===== src/design/pcs_pkg.sv =====
// Package for the streaming pattern censor: shared constants, codes and types.
// No dependencies; pcs_cell, pcs_seq and the top level import it.
`default_nettype none

package pcs_pkg;

   localparam int PATTERN_BYTES       = 16;   // bytes held by the two pattern registers
   localparam int MAX_PATTERN_DEFAULT = 16;
   localparam int CSR_DATA_W          = 64;
   localparam int CSR_INDEX_W         = 2;
   localparam int LEN_FIELD_W         = 5;

   localparam logic [7:0] STAR_CHAR    = 8'h2A;
   localparam logic [7:0] NEWLINE_CHAR = 8'h0A;

   typedef enum logic [CSR_INDEX_W-1:0] {
      CSR_PATTERN_LEN  = 2'd0,
      CSR_PATTERN_LOW  = 2'd1,
      CSR_PATTERN_HIGH = 2'd2
   } csr_index_type;

   typedef enum logic [1:0] {
      ST_IDLE,
      ST_SCAN,
      ST_FLUSH
   } pcs_state_type;

   // Control broadcast along the cell chain.
   typedef struct packed {
      logic       shift;        // every cell takes its right neighbor's byte
      logic       append;       // the selected cell loads append_byte
      logic [7:0] append_byte;
   } cell_ctrl_type;

endpackage

`default_nettype wire


===== src/design/pcs_req_if.sv =====
// Input channel of the pattern censor: valid/ready plus one input item.
// Depends on nothing.
`default_nettype none

interface pcs_req_if;
   logic       valid;
   logic       ready;
   logic [7:0] in_byte;
   logic       stream_end;

   modport source (output valid, output in_byte, output stream_end, input ready);
   modport sink   (input valid, input in_byte, input stream_end, output ready);
endinterface

`default_nettype wire


===== src/design/pcs_rsp_if.sv =====
// Result channel of the pattern censor: valid/ready plus one result item.
// Depends on nothing.
`default_nettype none

interface pcs_rsp_if;
   logic       valid;
   logic       ready;
   logic [7:0] out_byte;
   logic       last_of_run;

   modport source (output valid, output out_byte, output last_of_run, input ready);
   modport sink   (input valid, input out_byte, input last_of_run, output ready);
endinterface

`default_nettype wire


===== src/design/pcs_cell.sv =====
// One window cell of the censor chain: holds a pending byte and checks it
// against its pattern byte. Depends on pcs_pkg.
`default_nettype none

module pcs_cell (
   input  wire                    clock,
   input  wire pcs_pkg::cell_ctrl_type ctrl,
   input  wire                    sel,        // this cell is the append slot
   input  wire                    care,       // position lies inside the pattern
   input  wire [7:0]              pat_byte,
   input  wire [7:0]              next_byte,  // right neighbor's byte
   output logic [7:0]             win_byte,
   output logic                   ok
);
   import pcs_pkg::*;

   logic [7:0] win_ff;
   logic [7:0] win_in;

   always_comb begin
      win_in = win_ff;
      if (ctrl.shift) begin
         win_in = next_byte;
      end else if (ctrl.append && sel) begin
         win_in = ctrl.append_byte;
      end
   end

   always_ff @(posedge clock) begin
      win_ff <= win_in;
   end

   assign win_byte = win_ff;
   assign ok       = !care || (win_ff == pat_byte);

endmodule

`default_nettype wire


===== src/design/pcs_seq.sv =====
// Sequencer of the censor: takes items, steps the window chain, decides
// star/pass/flush and drives the result register. Depends on pcs_pkg and
// the two channel interfaces.
`default_nettype none

module pcs_seq #(
   parameter int MAX_PATTERN = pcs_pkg::MAX_PATTERN_DEFAULT,
   localparam int LW = $clog2(MAX_PATTERN + 1)
) (
   input  wire                     clock,
   input  wire                     reset,
   pcs_req_if.sink                 req,
   pcs_rsp_if.source               rsp,
   input  wire [LW-1:0]            len,        // effective pattern length
   input  wire                     hit,        // window front matches pattern
   input  wire [7:0]               front_byte, // oldest pending byte
   output pcs_pkg::cell_ctrl_type  ctrl,
   output logic [LW-1:0]           count
);
   import pcs_pkg::*;

   pcs_state_type state_ff, state_in;
   logic [LW-1:0] count_ff, count_in;
   logic [LW-1:0] rem_ff, rem_in, rem_next;
   logic          nl_ff, nl_in;
   logic          rsp_valid_ff, rsp_valid_in;
   logic [7:0]    rsp_byte_ff, rsp_byte_in;
   logic          rsp_last_ff, rsp_last_in;

   logic          accept;
   logic          can_out;
   logic          want;
   logic          star;
   logic          last;
   logic          scan_done;
   logic          flush_done;
   logic          fire;
   logic [LW-1:0] count_after;

   assign req.ready   = (state_ff == ST_IDLE);
   assign accept      = req.valid && req.ready;
   assign can_out     = !rsp_valid_ff || rsp.ready;
   assign count_after = count_ff - LW'(1);

   // Output decode: what the current cycle wants to emit.
   always_comb begin
      want       = 1'b0;
      star       = 1'b0;
      last       = 1'b0;
      scan_done  = 1'b0;
      flush_done = 1'b0;
      rem_next   = rem_ff;
      case (state_ff)
         ST_SCAN: begin
            if (rem_ff != '0) begin
               want     = 1'b1;
               star     = 1'b1;
               rem_next = rem_ff - LW'(1);
            end else if (count_ff >= len) begin
               want = 1'b1;
               if (hit) begin
                  star     = 1'b1;
                  rem_next = len - LW'(1);
               end
            end else begin
               scan_done = 1'b1;
            end
            // last when no stars remain, no further test and no flush follow
            last = (rem_next == '0) && (count_after < len) &&
                   !(nl_ff && (count_after != '0));
         end
         ST_FLUSH: begin
            if (count_ff != '0) begin
               want = 1'b1;
               last = (count_after == '0);
            end else begin
               flush_done = 1'b1;
            end
         end
         default: ;
      endcase
   end

   assign fire = want && can_out;

   // Next state.
   always_comb begin
      state_in = state_ff;
      case (state_ff)
         ST_IDLE: begin
            if (accept) begin
               state_in = req.stream_end ? ST_FLUSH : ST_SCAN;
            end
         end
         ST_SCAN: begin
            if (fire && last) begin
               state_in = ST_IDLE;
            end else if (scan_done) begin
               state_in = nl_ff ? ST_FLUSH : ST_IDLE;
            end
         end
         ST_FLUSH: begin
            if ((fire && last) || flush_done) begin
               state_in = ST_IDLE;
            end
         end
         default: state_in = ST_IDLE;
      endcase
   end

   always_comb begin
      count_in = count_ff;
      if (accept && !req.stream_end) begin
         count_in = count_ff + LW'(1);
      end else if (fire) begin
         count_in = count_after;
      end
      rem_in = fire ? rem_next : rem_ff;
      nl_in  = nl_ff;
      if (accept) begin
         nl_in = !req.stream_end && (req.in_byte == NEWLINE_CHAR);
      end
      rsp_valid_in = rsp_valid_ff;
      rsp_byte_in  = rsp_byte_ff;
      rsp_last_in  = rsp_last_ff;
      if (fire) begin
         rsp_valid_in = 1'b1;
         rsp_byte_in  = star ? STAR_CHAR : front_byte;
         rsp_last_in  = last;
      end else if (rsp.ready) begin
         rsp_valid_in = 1'b0;
      end
   end

   always_ff @(posedge clock) begin
      if (reset) begin
         state_ff     <= ST_IDLE;
         count_ff     <= '0;
         rem_ff       <= '0;
         nl_ff        <= 1'b0;
         rsp_valid_ff <= 1'b0;
      end else begin
         state_ff     <= state_in;
         count_ff     <= count_in;
         rem_ff       <= rem_in;
         nl_ff        <= nl_in;
         rsp_valid_ff <= rsp_valid_in;
      end
      rsp_byte_ff <= rsp_byte_in;
      rsp_last_ff <= rsp_last_in;
   end

   assign ctrl.shift       = fire;
   assign ctrl.append      = accept && !req.stream_end;
   assign ctrl.append_byte = req.in_byte;
   assign count            = count_ff;

   assign rsp.valid       = rsp_valid_ff;
   assign rsp.out_byte    = rsp_byte_ff;
   assign rsp.last_of_run = rsp_last_ff;

`ifndef SYNTHESIS
   a_count_range: assert property (@(posedge clock) disable iff (reset)
      count_ff <= LW'(MAX_PATTERN))
      else $error("window count beyond capacity");

   a_idle_room: assert property (@(posedge clock) disable iff (reset)
      (state_ff == ST_IDLE) |-> (count_ff < LW'(MAX_PATTERN)) && (rem_ff == '0))
      else $error("idle with full window or pending stars");

   a_flush_last: assert property (@(posedge clock) disable iff (reset)
      (fire && (state_ff == ST_FLUSH)) |-> (last == (count_ff == LW'(1))))
      else $error("flush end marker misplaced");

   a_last_to_idle: assert property (@(posedge clock) disable iff (reset)
      (fire && last) |=> (state_ff == ST_IDLE))
      else $error("item still active after its final result");
`endif

endmodule

`default_nettype wire


===== src/design/pattern_censor_stream.sv =====
// Streaming pattern censor, top level.
// Input items arrive on req (in_byte, stream_end), results leave on rsp
// (out_byte, last_of_run); both are valid/ready channels, a transfer on an
// edge where valid and ready are both high. The csr port writes the pattern
// length and the two pattern words (indexes 0, 1, 2); the user must do so
// only while the block is idle, which the block itself does not enforce.
// Each leftmost, non-overlapping occurrence of the pattern within a line
// is replaced by asterisks; a newline or a stream_end item flushes the
// window. last_of_run marks the final result of each input item. The
// window is a chain of MAX_PATTERN byte cells stepped by one sequencer;
// every result takes one sequencer step. An input item is transferred,
// then scanned; a newline item whose scan leaves bytes in the window then
// flushes them. The first result is registered by the sequencer step that
// follows the input transfer (by the first flush step when a newline item
// has no full window to test). When rsp stalls, the result register holds
// and the sequencer waits; no input is taken until the current item is
// finished. Reset (synchronous) empties the window, sets length 1 and
// clears the pattern words.
// Depends on pcs_pkg, pcs_req_if, pcs_rsp_if, pcs_cell and pcs_seq.
`default_nettype none

module pattern_censor_stream #(
   parameter int MAX_PATTERN = pcs_pkg::MAX_PATTERN_DEFAULT
) (
   input  wire                              clock,
   input  wire                              reset,
   pcs_req_if.sink                          req,
   pcs_rsp_if.source                        rsp,
   input  wire                              csr_we,
   input  wire [pcs_pkg::CSR_INDEX_W-1:0]   csr_index,
   input  wire [pcs_pkg::CSR_DATA_W-1:0]    csr_wdata
);
   import pcs_pkg::*;

   localparam int LW = $clog2(MAX_PATTERN + 1);
   localparam logic [6:0] MAX7 = 7'(MAX_PATTERN);

   logic [LW-1:0]          len_ff, len_in;
   logic [CSR_DATA_W-1:0]  pat_lo_ff, pat_lo_in;
   logic [CSR_DATA_W-1:0]  pat_hi_ff, pat_hi_in;
   logic [6:0]             len_wr;

   cell_ctrl_type          ctrl;
   logic [LW-1:0]          count;
   logic [7:0]             win   [MAX_PATTERN];
   logic [MAX_PATTERN-1:0] ok;
   logic                   hit;

   // Pattern length saturates to 1..MAX_PATTERN at write time.
   assign len_wr = {2'b00, csr_wdata[LEN_FIELD_W-1:0]};

   always_comb begin
      len_in    = len_ff;
      pat_lo_in = pat_lo_ff;
      pat_hi_in = pat_hi_ff;
      if (csr_we) begin
         case (csr_index)
            CSR_PATTERN_LEN: begin
               if (len_wr == 7'd0) begin
                  len_in = LW'(1);
               end else if (len_wr > MAX7) begin
                  len_in = LW'(MAX_PATTERN);
               end else begin
                  len_in = LW'(len_wr);
               end
            end
            CSR_PATTERN_LOW:  pat_lo_in = csr_wdata;
            CSR_PATTERN_HIGH: pat_hi_in = csr_wdata;
            default: ;
         endcase
      end
   end

   always_ff @(posedge clock) begin
      if (reset) begin
         len_ff    <= LW'(1);
         pat_lo_ff <= '0;
         pat_hi_ff <= '0;
      end else begin
         len_ff    <= len_in;
         pat_lo_ff <= pat_lo_in;
         pat_hi_ff <= pat_hi_in;
      end
   end

   for (genvar i = 0; i < MAX_PATTERN; i++) begin : g_cell
      logic [7:0] pat_byte;
      logic [7:0] next_byte;

      if (i < 8) begin : g_lo
         assign pat_byte = pat_lo_ff[8*i +: 8];
      end else if (i < PATTERN_BYTES) begin : g_hi
         assign pat_byte = pat_hi_ff[8*(i-8) +: 8];
      end else begin : g_zero
         assign pat_byte = 8'h00;
      end

      if (i < MAX_PATTERN - 1) begin : g_link
         assign next_byte = win[i+1];
      end else begin : g_end
         assign next_byte = 8'h00;
      end

      pcs_cell u_cell (
         .clock     (clock),
         .ctrl      (ctrl),
         .sel       (count == LW'(i)),
         .care      (LW'(i) < len_ff),
         .pat_byte  (pat_byte),
         .next_byte (next_byte),
         .win_byte  (win[i]),
         .ok        (ok[i])
      );
   end

   assign hit = &ok;

   pcs_seq #(
      .MAX_PATTERN (MAX_PATTERN)
   ) u_seq (
      .clock      (clock),
      .reset      (reset),
      .req        (req),
      .rsp        (rsp),
      .len        (len_ff),
      .hit        (hit),
      .front_byte (win[0]),
      .ctrl       (ctrl),
      .count      (count)
   );

endmodule

`default_nettype wire

===== src/flat_wrapper.sv =====
// flat-port wrapper written by rule: the top's interface ports become plain ports
module pattern_censor_stream_flat import pcs_pkg::*;
#(
   parameter int MAX_PATTERN = pcs_pkg::MAX_PATTERN_DEFAULT
)
  (clock, reset, csr_we, csr_index, csr_wdata, req_valid, req_in_byte, req_stream_end, req_ready, rsp_valid, rsp_out_byte, rsp_last_of_run, rsp_ready);
  pcs_req_if req_i ();
  pcs_rsp_if rsp_i ();
  input  wire clock;
  input  wire reset;
  input  wire csr_we;
  input  wire [pcs_pkg::CSR_INDEX_W-1:0] csr_index;
  input  wire [pcs_pkg::CSR_DATA_W-1:0] csr_wdata;
  input wire logic [$bits(req_i.valid)-1:0] req_valid;
  input wire logic [$bits(req_i.in_byte)-1:0] req_in_byte;
  input wire logic [$bits(req_i.stream_end)-1:0] req_stream_end;
  output wire logic [$bits(req_i.ready)-1:0] req_ready;
  output wire logic [$bits(rsp_i.valid)-1:0] rsp_valid;
  output wire logic [$bits(rsp_i.out_byte)-1:0] rsp_out_byte;
  output wire logic [$bits(rsp_i.last_of_run)-1:0] rsp_last_of_run;
  input wire logic [$bits(rsp_i.ready)-1:0] rsp_ready;
  assign req_i.valid = req_valid;
  assign req_i.in_byte = req_in_byte;
  assign req_i.stream_end = req_stream_end;
  assign req_ready = req_i.ready;
  assign rsp_valid = rsp_i.valid;
  assign rsp_out_byte = rsp_i.out_byte;
  assign rsp_last_of_run = rsp_i.last_of_run;
  assign rsp_i.ready = rsp_ready;
  pattern_censor_stream #(.MAX_PATTERN(MAX_PATTERN)) u_core (.clock(clock), .reset(reset), .req(req_i), .rsp(rsp_i), .csr_we(csr_we), .csr_index(csr_index), .csr_wdata(csr_wdata));
endmodule

===== config.mk =====
export PLATFORM = sky130hd
export DESIGN_NAME = pattern_censor_stream_flat
export DESIGN_NICKNAME = d
export VERILOG_FILES = /design/src/design/pcs_pkg.sv /design/src/design/pcs_req_if.sv /design/src/design/pcs_rsp_if.sv /design/src/design/pcs_cell.sv /design/src/design/pcs_seq.sv /design/src/design/pattern_censor_stream.sv /design/src/flat_wrapper.sv
export SDC_FILE = /design/constraint.sdc
export NUM_CORES = 1
export LEC_CHECK = 0
export BUFFER_PORTS_ARGS = -buffer_cell sky130_fd_sc_hd__buf_2
export CORE_ASPECT_RATIO = 1.25
export CORE_MARGIN = 1.5
export CORE_UTILIZATION = 37
export CTS_CLUSTER_DIAMETER = 40
export DETAILED_ROUTE_END_ITERATION = 16
export MAX_ROUTING_LAYER = met4
export PLACE_DENSITY = 0.55
export SYNTH_ARGS = -nofsm -noshare
export SYNTH_HDL_FRONTEND = slang
export SYNTH_SLANG_ARGS = --single-unit

===== constraint.sdc =====
create_clock -name clock -period 6 [get_ports clock]
set_clock_uncertainty 0.15 [all_clocks]
set_input_delay 0.9 -clock clock [delete_from_list [all_inputs] [get_ports clock]]
set_output_delay 0.9 -clock clock [all_outputs]
set_load 0.03 [all_outputs]

# Word level (Yosys, flattened, before mapping)
# Index checks and enable logic that the tools add are counted.
[word_totals] register_bits=284 out_inout_bits=11 wordCells=243 inputBits=80
[classes] muxes=62 add_sub_neg=4 n_eq_ne=39 n_reduce_logical=93 n_lt_le_gt_ge=19
[ops] cell="two-way mux 8 bit" count=30
[ops] cell="equality test 8 bit" count=16
[ops] cell="equality test 5 x 4 -> 1 bit, second input constant" count=8
[ops] cell="less-than comparator 4 x 5 -> 1 bit, first input constant" count=8
[ops] cell="two-way mux 5 bit" count=8
[ops] cell="nonzero test 2 bit" count=17
[ops] cell="logical AND 1 bit" count=24
[ops] cell="equality test 5 x 3 -> 1 bit, second input constant" count=4
[ops] cell="less-than comparator 3 x 5 -> 1 bit, first input constant" count=4
[ops] cell="zero test 1 bit" count=19
[ops] cell="logical OR 1 bit" count=18
[ops] cell="AND reduction 16 bit" count=1
[ops] cell="zero test 5 bit" count=3
[ops] cell="two-way mux 1 bit" count=15
[ops] cell="nonzero test 5 bit" count=3
[ops] cell="subtractor 5 x 1 -> 5 bit, second input constant" count=3
[ops] cell="two-way mux 2 bit" count=6
[ops] cell="equality test 5 x 2 -> 1 bit, second input constant" count=2
[ops] cell="less-than comparator 1 x 5 -> 1 bit, first input constant" count=2
[ops] cell="less-than comparator 2 x 5 -> 1 bit, first input constant" count=2
[ops] cell="equality test 8 x 4 -> 1 bit, second input constant" count=1
[ops] cell="AND reduction 2 bit" count=4
[ops] cell="zero test 7 bit" count=1
[ops] cell="one-hot mux 2 bit (3 select lines)" count=1
[ops] cell="other kinds (13)" count=17

# Depth between registers and ports, before layout
# Gate-level depths: netlist of the first run.
[depth] depth_word=16 mapped_depth=14

# Cells and area by module
# A second synthesis of the first run with hierarchy kept.
[unflattened] cells_unflattened=1309 hier_area_um2=14331.2
[modules_own_cells] module="pcs_cell" area_each_um2=467.9 n_inst=16 seq_area_each_um2=240.2 cells_each=29
[modules_own_cells] module="pattern_censor_stream" area_each_um2=4936.0 n_inst=1 seq_area_each_um2=2662.6 cells_each=636
[modules_own_cells] module="pcs_seq" area_each_um2=1908.1 n_inst=1 seq_area_each_um2=550.5 cells_each=209

# Least setup slack after synthesis of the first run
# No wires, ideal clock.
[synth_path] kind="reg-to-reg" startpoint="reg u_core.g_cell[3].u_cell.win_ff[0]" endpoint="reg u_core.u_seq.rsp_last_ff, in the netlist u_core.u_seq.rsp.last_of_run, data pin" path_stages_with_launch=12 n_path_buf=1 setup_time_ps=255 arrival_ps=2946 t_required_ps=5595 path_slack_ps=2650 cell_sequence="edfxtp_1 > xor2_1 > nor4_1 > nand4_1 > o31a_1 > a2111o_1 > or4_1 > buf_2 > nor3_1 > a211oi_4 > a21o_1 > and2_1"
[synth_via] elab_chain_len=11
[synth_lines] element="start: declaration" line="pcs_cell.sv:17" text="logic [7:0] win_ff;"
[synth_lines] element="start signal: assignment" line="pcs_cell.sv:30" text="win_ff <= win_in;"
[synth_lines] element="equality test 8 bit" line="pcs_cell.sv:34" text="assign ok = !care || (win_ff == pat_byte);"
[synth_lines] element="logical OR 1 bit" line="pcs_cell.sv:34"
[synth_lines] element="AND reduction 16 bit" line="pattern_censor_stream.sv:116" text="assign hit = &ok;"
[synth_lines] element="two-way mux 5 bit" line="pcs_seq.sv:61" text="if (hit) begin"
[synth_lines] element="two-way mux 5 bit" line="pcs_seq.sv:59" text="end else if (count_ff >= len) begin"
[synth_lines] element="two-way mux 5 bit" line="pcs_seq.sv:55" text="if (rem_ff != '0) begin"
[synth_lines] element="two-way mux 5 bit" line="pcs_seq.sv:53" text="case (state_ff)"
[synth_lines] element="zero test 5 bit" line="pcs_seq.sv:69" text="last = (rem_next == '0) && (count_after < len) &&"
[synth_lines] element="logical AND 1 bit (2 in series)" line="pcs_seq.sv:69"
[synth_lines] element="one-hot mux 1 bit (2 select lines)" line="pcs_seq.sv:53"
[synth_lines] element="net u_core.u_seq.last" line="pcs_seq.sv:34" text="logic last;"
[synth_lines] element="end signal: assignment" line="pcs_seq.sv:150" text="rsp_last_ff <= rsp_last_in;"
[synth_lines] element="end: declaration" line="pcs_seq.sv:28" text="logic rsp_last_ff, rsp_last_in;"
# The timed path passes the listed nets, and every way through them passes these cells. The select of a mux whose other input is x is not followed.
# A chain may end at the register's enable or synchronous reset.

# Worst setup path after layout of the first run
[layout_path] startpoint="reg u_core.u_seq.count_ff[0], in the netlist u_core.u_seq.count[0]" endpoint="reg u_core.g_cell[11].u_cell.win_ff[3], data pin"
[layout_via] elab_chain_len=6
[layout_lines] element="start: declaration" line="pcs_seq.sv:23" text="logic [LW-1:0] count_ff, count_in;"
[layout_lines] element="start signal: assignment" line="pcs_seq.sv:144" text="count_ff <= count_in;"
[layout_lines] element=">= comparator 5 bit" line="pcs_seq.sv:59"
[layout_lines] element="two-way mux 1 bit" line="pcs_seq.sv:59"
[layout_lines] element="two-way mux 1 bit" line="pcs_seq.sv:55"
[layout_lines] element="one-hot mux 1 bit (2 select lines) (*)" line="pcs_seq.sv:53"
[layout_lines] element="logical AND 1 bit (*)" line="pcs_seq.sv:84" text="assign fire = want && can_out;"
[layout_lines] element="two-way mux 8 bit (*)" line="pcs_cell.sv:22" text="if (ctrl.shift) begin"
[layout_lines] element="net u_core.g_cell[11].u_cell.win_in[3]" line="pcs_cell.sv:18" text="logic [7:0] win_in;"
[layout_lines] element="end signal: assignment" line="pcs_cell.sv:30"
[layout_lines] element="end: declaration" line="pcs_cell.sv:17"
# The timed path passes the listed nets; every way through them passes the cells marked *.

==> reports/qor.yml, run 1 <==
status: "finished, final reports clean"
cts_sinks: 284
syn_to_final_growth_pct: 15.7
initialDrtViolationCount: 701
yosysUniqueCellTypes: 50
crit_fanout: 99
hold-path-cell-count: 2
die_y_um: 212
power.leakage_nw: 5.86
finalMaxSlewViolations: 0
fin_crit_sh_pct: 72.0
finalNetCount: 1488
timing.critical_path.mode_cell: "a211oi_1"
final-hold-violation-count: 0
postSynthAreaPerCell_sq_um: 9.71
overflow: 0
design_area_sq_um: 15000
root_buffer: "clkbuf_16"
path_delay_family: "buffers and inverters"
tns_ps: 0
rsz0062_at_grt: "false"
dieArea_sq_um: 36100
io-pin-count: 91
totalWireLength_um: 37400
end_kind: "register"
cp.arrival_ps: 4550
post_cts_buffers: 0
synth_seq_cells: 284
cts_tree: "done"
worstReg2RegEnd: "u_core.g_cell[11].u_cell.win_byte[3]$_DFFE_PP_"
netlist_instances: 1333
cts_buffer_depth: 3
die_x_um: 170
grt_max_degree: 100
hold_start: "u_core.pat_hi_ff[47]$_SDFFE_PP0P_"
syn-cell-area_sq_um: 12900
cts_inserted_buffers: 37
antenna_found_initial: 0
rr_startpoint: "u_core.u_seq.count[0]$_SDFFE_PP0P_"
final_layout_size_suffix_gt1_share_pct: 12.2
setup_violations: 0
synthFlopType: "dfxtp_1"
vias_per_cell: 5.20
start_util_pct: 37.5
multi_input_area_sq_um: 5580
path_buf_inv: 3
holdPathEnd: "u_core.pat_hi_ff[47]$_SDFFE_PP0P_"
hp-class: "reg -> reg"
cap_violations: 0
grt_pass1_vias: 9673
max_stage_delay_ps: 900
grtUsageMet3_pct: 3.22
h-tree-depth: 2
irDropWorstVdd_uv: 218
num_vias: 9780
place_congestion: 0.849
seq_area_frac_synth_pct: 53.9
wl_per_cell_um: 19.9
antenna_cells: 0
cts_resized: 0
clkTransAtPathRegs_ps: 60
min_period_ps: 4320
relSlewSlack_pct: 9.88
required_ps: 6230
ctsHoldBuffers: 0
rows: 76
grt_use_total_pct: 21.7
nFillCells: 3342
port_buffers: 90
path_class: "reg -> reg"
final_antenna_net_count: 0
reg2reg_slack_ps: 1680
synth-async-reset-ratio_pct: 0
firstDrtPassIters: 5
worst_pin_slew_ps: 1340
grt_pass1_wl_um: 57000
critPathLaunchType: "register"
postPlaceCellArea_sq_um: 13700
place_hpwl_um: 25600
power.density_nw_per_um2: 339
synth-edff-count: 129
cp_slowest_cell: "buf_4"
rr_worst_depth: 11
power_w: 0.00508
core_area_sq_um: 34500
use_met2_pct: 36.0
final-seq-area_sq_um: 6980
synth.net_count: 1436
route.detailed.drc: 0
top_usage_layer: "met2"
fmax_mhz: 232
crit_chain: "inv_1 -> ha_1 -> nand2b_1 -> a211oi_1 -> o21bai_1 -> a211oi_1 -> o21ai_0 -> nand3_1 -> inv_4 -> buf_4 -> a21o_1"
ys_warn_count: 0
grtUsageMet1_pct: 25.9
insertion_delay_ps: 530
-- where the power goes --
| group | leakage (nW) | switching [W] | internal, W |
|---|---|---|---|
| Combinational | 2.83 | 0.000378 | 0.000232 |
| Sequential | 2.42 | 0.0000897 | 0.00216 |
| Clock | 0.602 | 0.000886 | 0.00134 |
| Total | 5.86 | 0.00135 | 0.00373 |
-- area by class of cell --
cell class / instances / share of cell area (%)
flip-flops and latches: 284 / 46.6
multi-input cells: 943 / 37.2
clock buffers: 49 / 6.97
well taps: 468 / 3.91
repair buffers: 102 / 3.62
clock inverters: 19 / 1.29
inverters: 17 / 0.443
-- flip-flops by register name, indices dropped and copies added (netlist names) --
register,flops
u_core.u_seq.state_ff,2
u_core.pat_hi_ff,64
u_core.u_seq.count,5
u_core.pat_lo_ff,64
u_core.u_seq.rsp.out_byte,8
u_core.u_seq.nl_ff,1
u_core.u_seq.rsp.valid,1
u_core.u_seq.rem_ff,5
u_core.len_ff,5
u_core.u_seq.rsp.last_of_run,1
u_core.g_cell.u_cell.win_byte,128
-- cell usage after synthesis (8+ instances only) --
cell | n | share of area (%)
a21o_1 | 123 | 7.1
nor3_1 | 9 | 0.35
clkbuf_1 | 79 | 2.3
xor2_1 | 67 | 4.5
inv_1 | 17 | 0.49
dfxtp_1 | 155 | 24
nand4_1 | 21 | 1.0
nor4_1 | 18 | 0.87
ha_1 | 23 | 2.2
nand3_1 | 11 | 0.43
a21oi_1 | 153 | 5.9
o21ai_0 | 32 | 1.2
nor2_1 | 25 | 0.72
and2_1 | 18 | 0.87
buf_1 | 8 | 0.23
edfxtp_1 | 129 | 30
xnor2_1 | 72 | 4.9
nand2_1 | 305 | 8.8
-- worst min-delay path: cells and delay by family (launching register included) --
family	cells	cell delay, ps
compound gates	1	50
simple gates	1	50
flops	1	310
-- cell families after synthesis --
kind of cell	synth area share (%)
adder cells (fa/ha/maj)	2.22
XOR/XNOR	9.40
buffers and inverters	3.09
AND/OR/NAND/NOR	14.7
AO/OA/AOI/OAI	16.5
flip-flops	53.9
multiplexers	0.271
-- worst max-delay path by stage --
stage                                                  startpoint                                        endpoint  slack (ps)  depth (start not counted)
global route                   u_core.u_seq.count[0]$_SDFFE_PP0P_  u_core.g_cell[11].u_cell.win_byte[3]$_DFFE_PP_        1240                         11
finish                         u_core.u_seq.count[0]$_SDFFE_PP0P_  u_core.g_cell[11].u_cell.win_byte[3]$_DFFE_PP_        1680                         11
global placement               u_core.u_seq.count[0]$_SDFFE_PP0P_   u_core.g_cell[4].u_cell.win_byte[1]$_DFFE_PP_        1850                         11
floorplan           u_core.g_cell[3].u_cell.win_byte[0]$_DFFE_PP_          u_core.u_seq.rsp.last_of_run$_DFFE_PP_        2650                         11
CTS                            u_core.u_seq.count[0]$_SDFFE_PP0P_  u_core.g_cell[11].u_cell.win_byte[3]$_DFFE_PP_        1700                         11
detailed placement             u_core.u_seq.count[0]$_SDFFE_PP0P_  u_core.g_cell[11].u_cell.win_byte[3]$_DFFE_PP_        1710                         11
-- metal layers --
layer  vias up  part of all wire, %
li1       4695                    -
met1      4706                   42
met2       290                   49
met3        89                  4.9
met4         0                  4.4
met5         -                    0
-- layout by cell type, fill, tap and decap left out, types with 3 or more instances in the layout --
| cell | count |
|---|---|
| a211oi_1 | 6 |
| a21o_1 | 123 |
| a21oi_1 | 153 |
| a22oi_1 | 3 |
| a31oi_1 | 5 |
| and2_1 | 18 |
| buf_2 | 89 |
| buf_4 | 13 |
| clkbuf_1 | 8 |
| clkbuf_16 | 40 |
| clkinv_2 | 4 |
| clkinv_4 | 3 |
| dfxtp_1 | 155 |
| edfxtp_1 | 129 |
| ha_1 | 23 |
| inv_1 | 16 |
| inv_6 | 6 |
| nand2_1 | 305 |
| nand2b_1 | 6 |
| nand3_1 | 11 |
| nand3b_1 | 5 |
| nand4_1 | 21 |
| nor2_1 | 25 |
| nor2b_1 | 4 |
| nor3_1 | 9 |
| nor3b_1 | 3 |
| nor4_1 | 18 |
| o21a_1 | 3 |
| o21ai_0 | 31 |
| o21ai_1 | 3 |
| o31ai_1 | 3 |
| or2_2 | 4 |
| xnor2_1 | 72 |
| xor2_1 | 67 |
-- metrics by stage --
| stage | hold slack (ps) | instances | setup slack, ps | utilization, % |
|---|---|---|---|---|
| after floorplan | 292 | 1333 | 2650 | - |
| after global placement | 304 | 1814 | 1850 | 39.8 |
| after detailed placement | 310 | 1814 | 1710 | 39.8 |
| after CTS | 317 | 1882 | 1700 | 43.4 |
| after global routing | 333 | 1882 | 1240 | 43.4 |
| final | 316 | 1882 | 1680 | 43.4 |
(Power assumes the default switching activity.)
==> run 2, diff against run 1 <==
- clock period: 6 -> 4.3 ns (I/O delays scaled with it)
==> run 2 against run 1 <==
Compared with the run above:
- utilization is 0.32 points higher
- global-route usage shrank 0.48 points
- critical endpoint is now u_core.u_seq.rsp.last_of_run$_DFFE_PP_
- clock power grew 35%
- combinational power increased by 42%
- clock-buffer cell count is 3 lower
- register-to-register slack lost 1400 ps
- die area unchanged
- sequential power grew 40%
==> reports/qor.yml, run 2 (synthesis gave the netlist of run 1 again) <==
status: "finished, final reports clean"
layout_commonest_cell: "nand2_1"
hold-path-cell-count: 3  # +1
combPwrFrac_pct: 12.4  # +0.4 points
path_class: "reg -> reg"
fmax_mhz: 248  # +6.9%
grt_max_degree: 88  # -12%
layoutNonFillerInstCount: 1899  # +0.90%
dieArea_sq_um: 36100  # unchanged
post_cts_buffers: 0  # unchanged
grt_pass1_wl_um: 55900  # -1.8%
cp.arrival_ps: 4280  # -270 ps
critPathLaunchType: "register"
p_seq_share_pct: 44.8  # +0.5 points
crit_chain: "xor2_1 -> nor4_1 -> buf_4 -> nand4_1 -> o31a_1 -> a2111o_1 -> or4_1 -> mux2_4 -> a211oi_4 -> a21o_1 -> and2_1"
antenna_found_initial: 0  # unchanged
die_x_um: 170  # unchanged
cap_violations: 0  # unchanged
route.detailed.drc: 0  # unchanged
worst_pin_slew_ps: 1320  # -21.2 ps
largest_reg_flops: 128  # unchanged
num_vias: 9719  # -0.62%
pre_cts_ws_ps: 264  # -1450 ps
wl_per_cell_um: 19.3  # -2.8%
root_buffer: "clkbuf_16"
worstReg2RegEnd: "u_core.u_seq.rsp.last_of_run$_DFFE_PP_"
place_inst: 1831  # +0.94%
rr_startpoint: "u_core.g_cell[3].u_cell.win_byte[1]$_DFFE_PP_"
power.leakage_nw: 5.92  # +1.0%
totalWireLength_um: 36700  # -1.9%
port_buffers: 90  # unchanged
post-route-util_pct: 43.7  # +0.32 points
place_hpwl_um: 25900  # +1.1%
final_layout_size_suffix_gt1_share_pct: 13.4  # +1.2 points
cts_buffer_depth: 3  # unchanged
final_antenna_net_count: 0  # unchanged
reg2reg_slack_ps: 260  # -1420 ps
core_area_sq_um: 34500  # unchanged
ctsHoldBuffers: 0  # unchanged
hold_start: "csr_wdata[11]"
p_sw_w: 0.00187  # +38%
irDropWorstVdd_uv: 201  # -8.1%
rows: 76  # unchanged
min_period_ps: 4040  # -279 ps
start_util_pct: 37.5  # unchanged
relSlewSlack_pct: 11.3  # +1.4 points
cts_tree: "done"
cts_sinks: 284  # unchanged
rr_worst_depth: 11  # unchanged
cts_inserted_buffers: 38  # +2.7%
die_y_um: 212  # unchanged
finalNetCount: 1506  # +1.2%
overflow: 0  # unchanged
holdPathEnd: "u_core.pat_lo_ff[11]$_SDFFE_PP0P_"
grt_pass1_vias: 9448  # -2.3%
max_stage_delay_ps: 590  # -310 ps
power.density_nw_per_um2: 464  # +37%
grt_use_total_pct: 21.2  # -0.48 points
fin_crit_sh_pct: 93.9  # +22 points
initialDrtViolationCount: 756  # +7.8%
clkTransAtPathRegs_ps: 60  # about the same
final-hold-violation-count: 0  # unchanged
finalMaxSlewViolations: 0  # unchanged
rsz0062_at_grt: "false"
syn_to_final_growth_pct: 16.6
power_w: 0.00700  # +38%
vias_per_cell: 5.12  # -1.5%
h-tree-depth: 2  # unchanged
io-pin-count: 91  # unchanged
path_delay_family: "simple AND/OR/NAND/NOR gates"
mostFrequentLayoutCells: "nand2_1, dfxtp_1, a21oi_1"
firstDrtPassIters: 5  # unchanged
place_congestion: 0.914  # +7.7%
cp_slowest_cell: "nor4_1"
clock_power_share_pct: 42.8  # -0.9 points
hp-class: "in -> reg"
setup_violations: 0  # unchanged
p_sw_share_pct: 26.7  # +0.096 points
tns_ps: 0  # unchanged
end_kind: "register"
crit_fanout: 7  # -93%
antenna_cells: 0  # unchanged
insertion_delay_ps: 530  # about the same
required_ps: 4540  # -1690 ps
cts_resized: 0  # unchanged
fin_ws_ps: 261  # -1420 ps
path_buf_inv: 1  # -2
p_int_w: 0.00513  # +38%
run 2: changes by cell type in the layout (fill, tap and decap cells not counted), moves of 2 or more:
| cell | change |
|---|---|
| inv_6 | -2 |
| clkinvlp_4 | +5 |
| clkinv_2 | +2 |
| clkbuf_1 | -3 |
| buf_4 | +15 |
| clkinv_4 | -2 |
| buf_12 | +2 |
run 2: power by group through the flow:
stage / logic, W / registers (W) / clock network [W]
final: 0.000865 / 0.00314 / 0.00300
after global routing: 0.000960 / 0.00315 / 0.00316
after CTS: 0.000870 / 0.00314 / 0.00305
after detailed placement: 0.000863 / 0.00319 / 0
after global placement: 0.000859 / 0.00319 / 0
after floorplan: 0.000580 / 0.00315 / 0
run 2: stage by stage:
step / instance area (sq um) / hold WS [ps]
5_1_grt: 15100 / 209
3_3_place_gp: 13900 / 306
4_1_cts: 15100 / 193
2_1_floorplan: 12900 / 292
3_5_place_dp: 13900 / 311
6_report: 15100 / 214
run 2: worst min-delay path: cells and delay by family:
kind / cells / cell delay, ps
compound gates: 1 / 50
simple gates: 1 / 50
buf+inv: 1 / 100
run 2: layout make-up:
cell class / instances / area [sq um]
clock buffer: 46 / 1020
clock inverter: 22 / 175
fill: 3370 / 19400
inverter: 17 / 66.3
multi-input combinational: 943 / 5580
sequential: 284 / 6980
tap: 468 / 586
timing repair buffer: 119 / 696
run 2: layer usage:
| layer | GRT usage [%] | wire length [um] | vias up |
|---|---|---|---|
| met3 | 2.74 | 1590 | 64 |
| met4 | 7.35 | 1030 | 0 |
| met5 | - | 0 | - |
| li1 | - | - | 4720 |
| met2 | 36.3 | 18700 | 260 |
| met1 | 25.7 | 15400 | 4675 |
run 2: worst max-delay path by stage:
stage                                                        startpoint                                     end  slack (ps)  cells past startpoint
after floorplan           u_core.g_cell[3].u_cell.win_byte[0]$_DFFE_PP_  u_core.u_seq.rsp.last_of_run$_DFFE_PP_         950                     11
after global placement    u_core.g_cell[3].u_cell.win_byte[1]$_DFFE_PP_   u_core.u_seq.state_ff[0]$_SDFFE_PP0P_         280                     11
after detailed placement  u_core.g_cell[3].u_cell.win_byte[1]$_DFFE_PP_  u_core.u_seq.rsp.last_of_run$_DFFE_PP_         260                     11
after CTS                 u_core.g_cell[3].u_cell.win_byte[1]$_DFFE_PP_  u_core.u_seq.rsp.last_of_run$_DFFE_PP_         240                     11
after global routing                 u_core.u_seq.count[0]$_SDFFE_PP0P_      u_core.u_seq.count[0]$_SDFFE_PP0P_          30                     13
final                     u_core.g_cell[3].u_cell.win_byte[1]$_DFFE_PP_  u_core.u_seq.rsp.last_of_run$_DFFE_PP_         260                     11
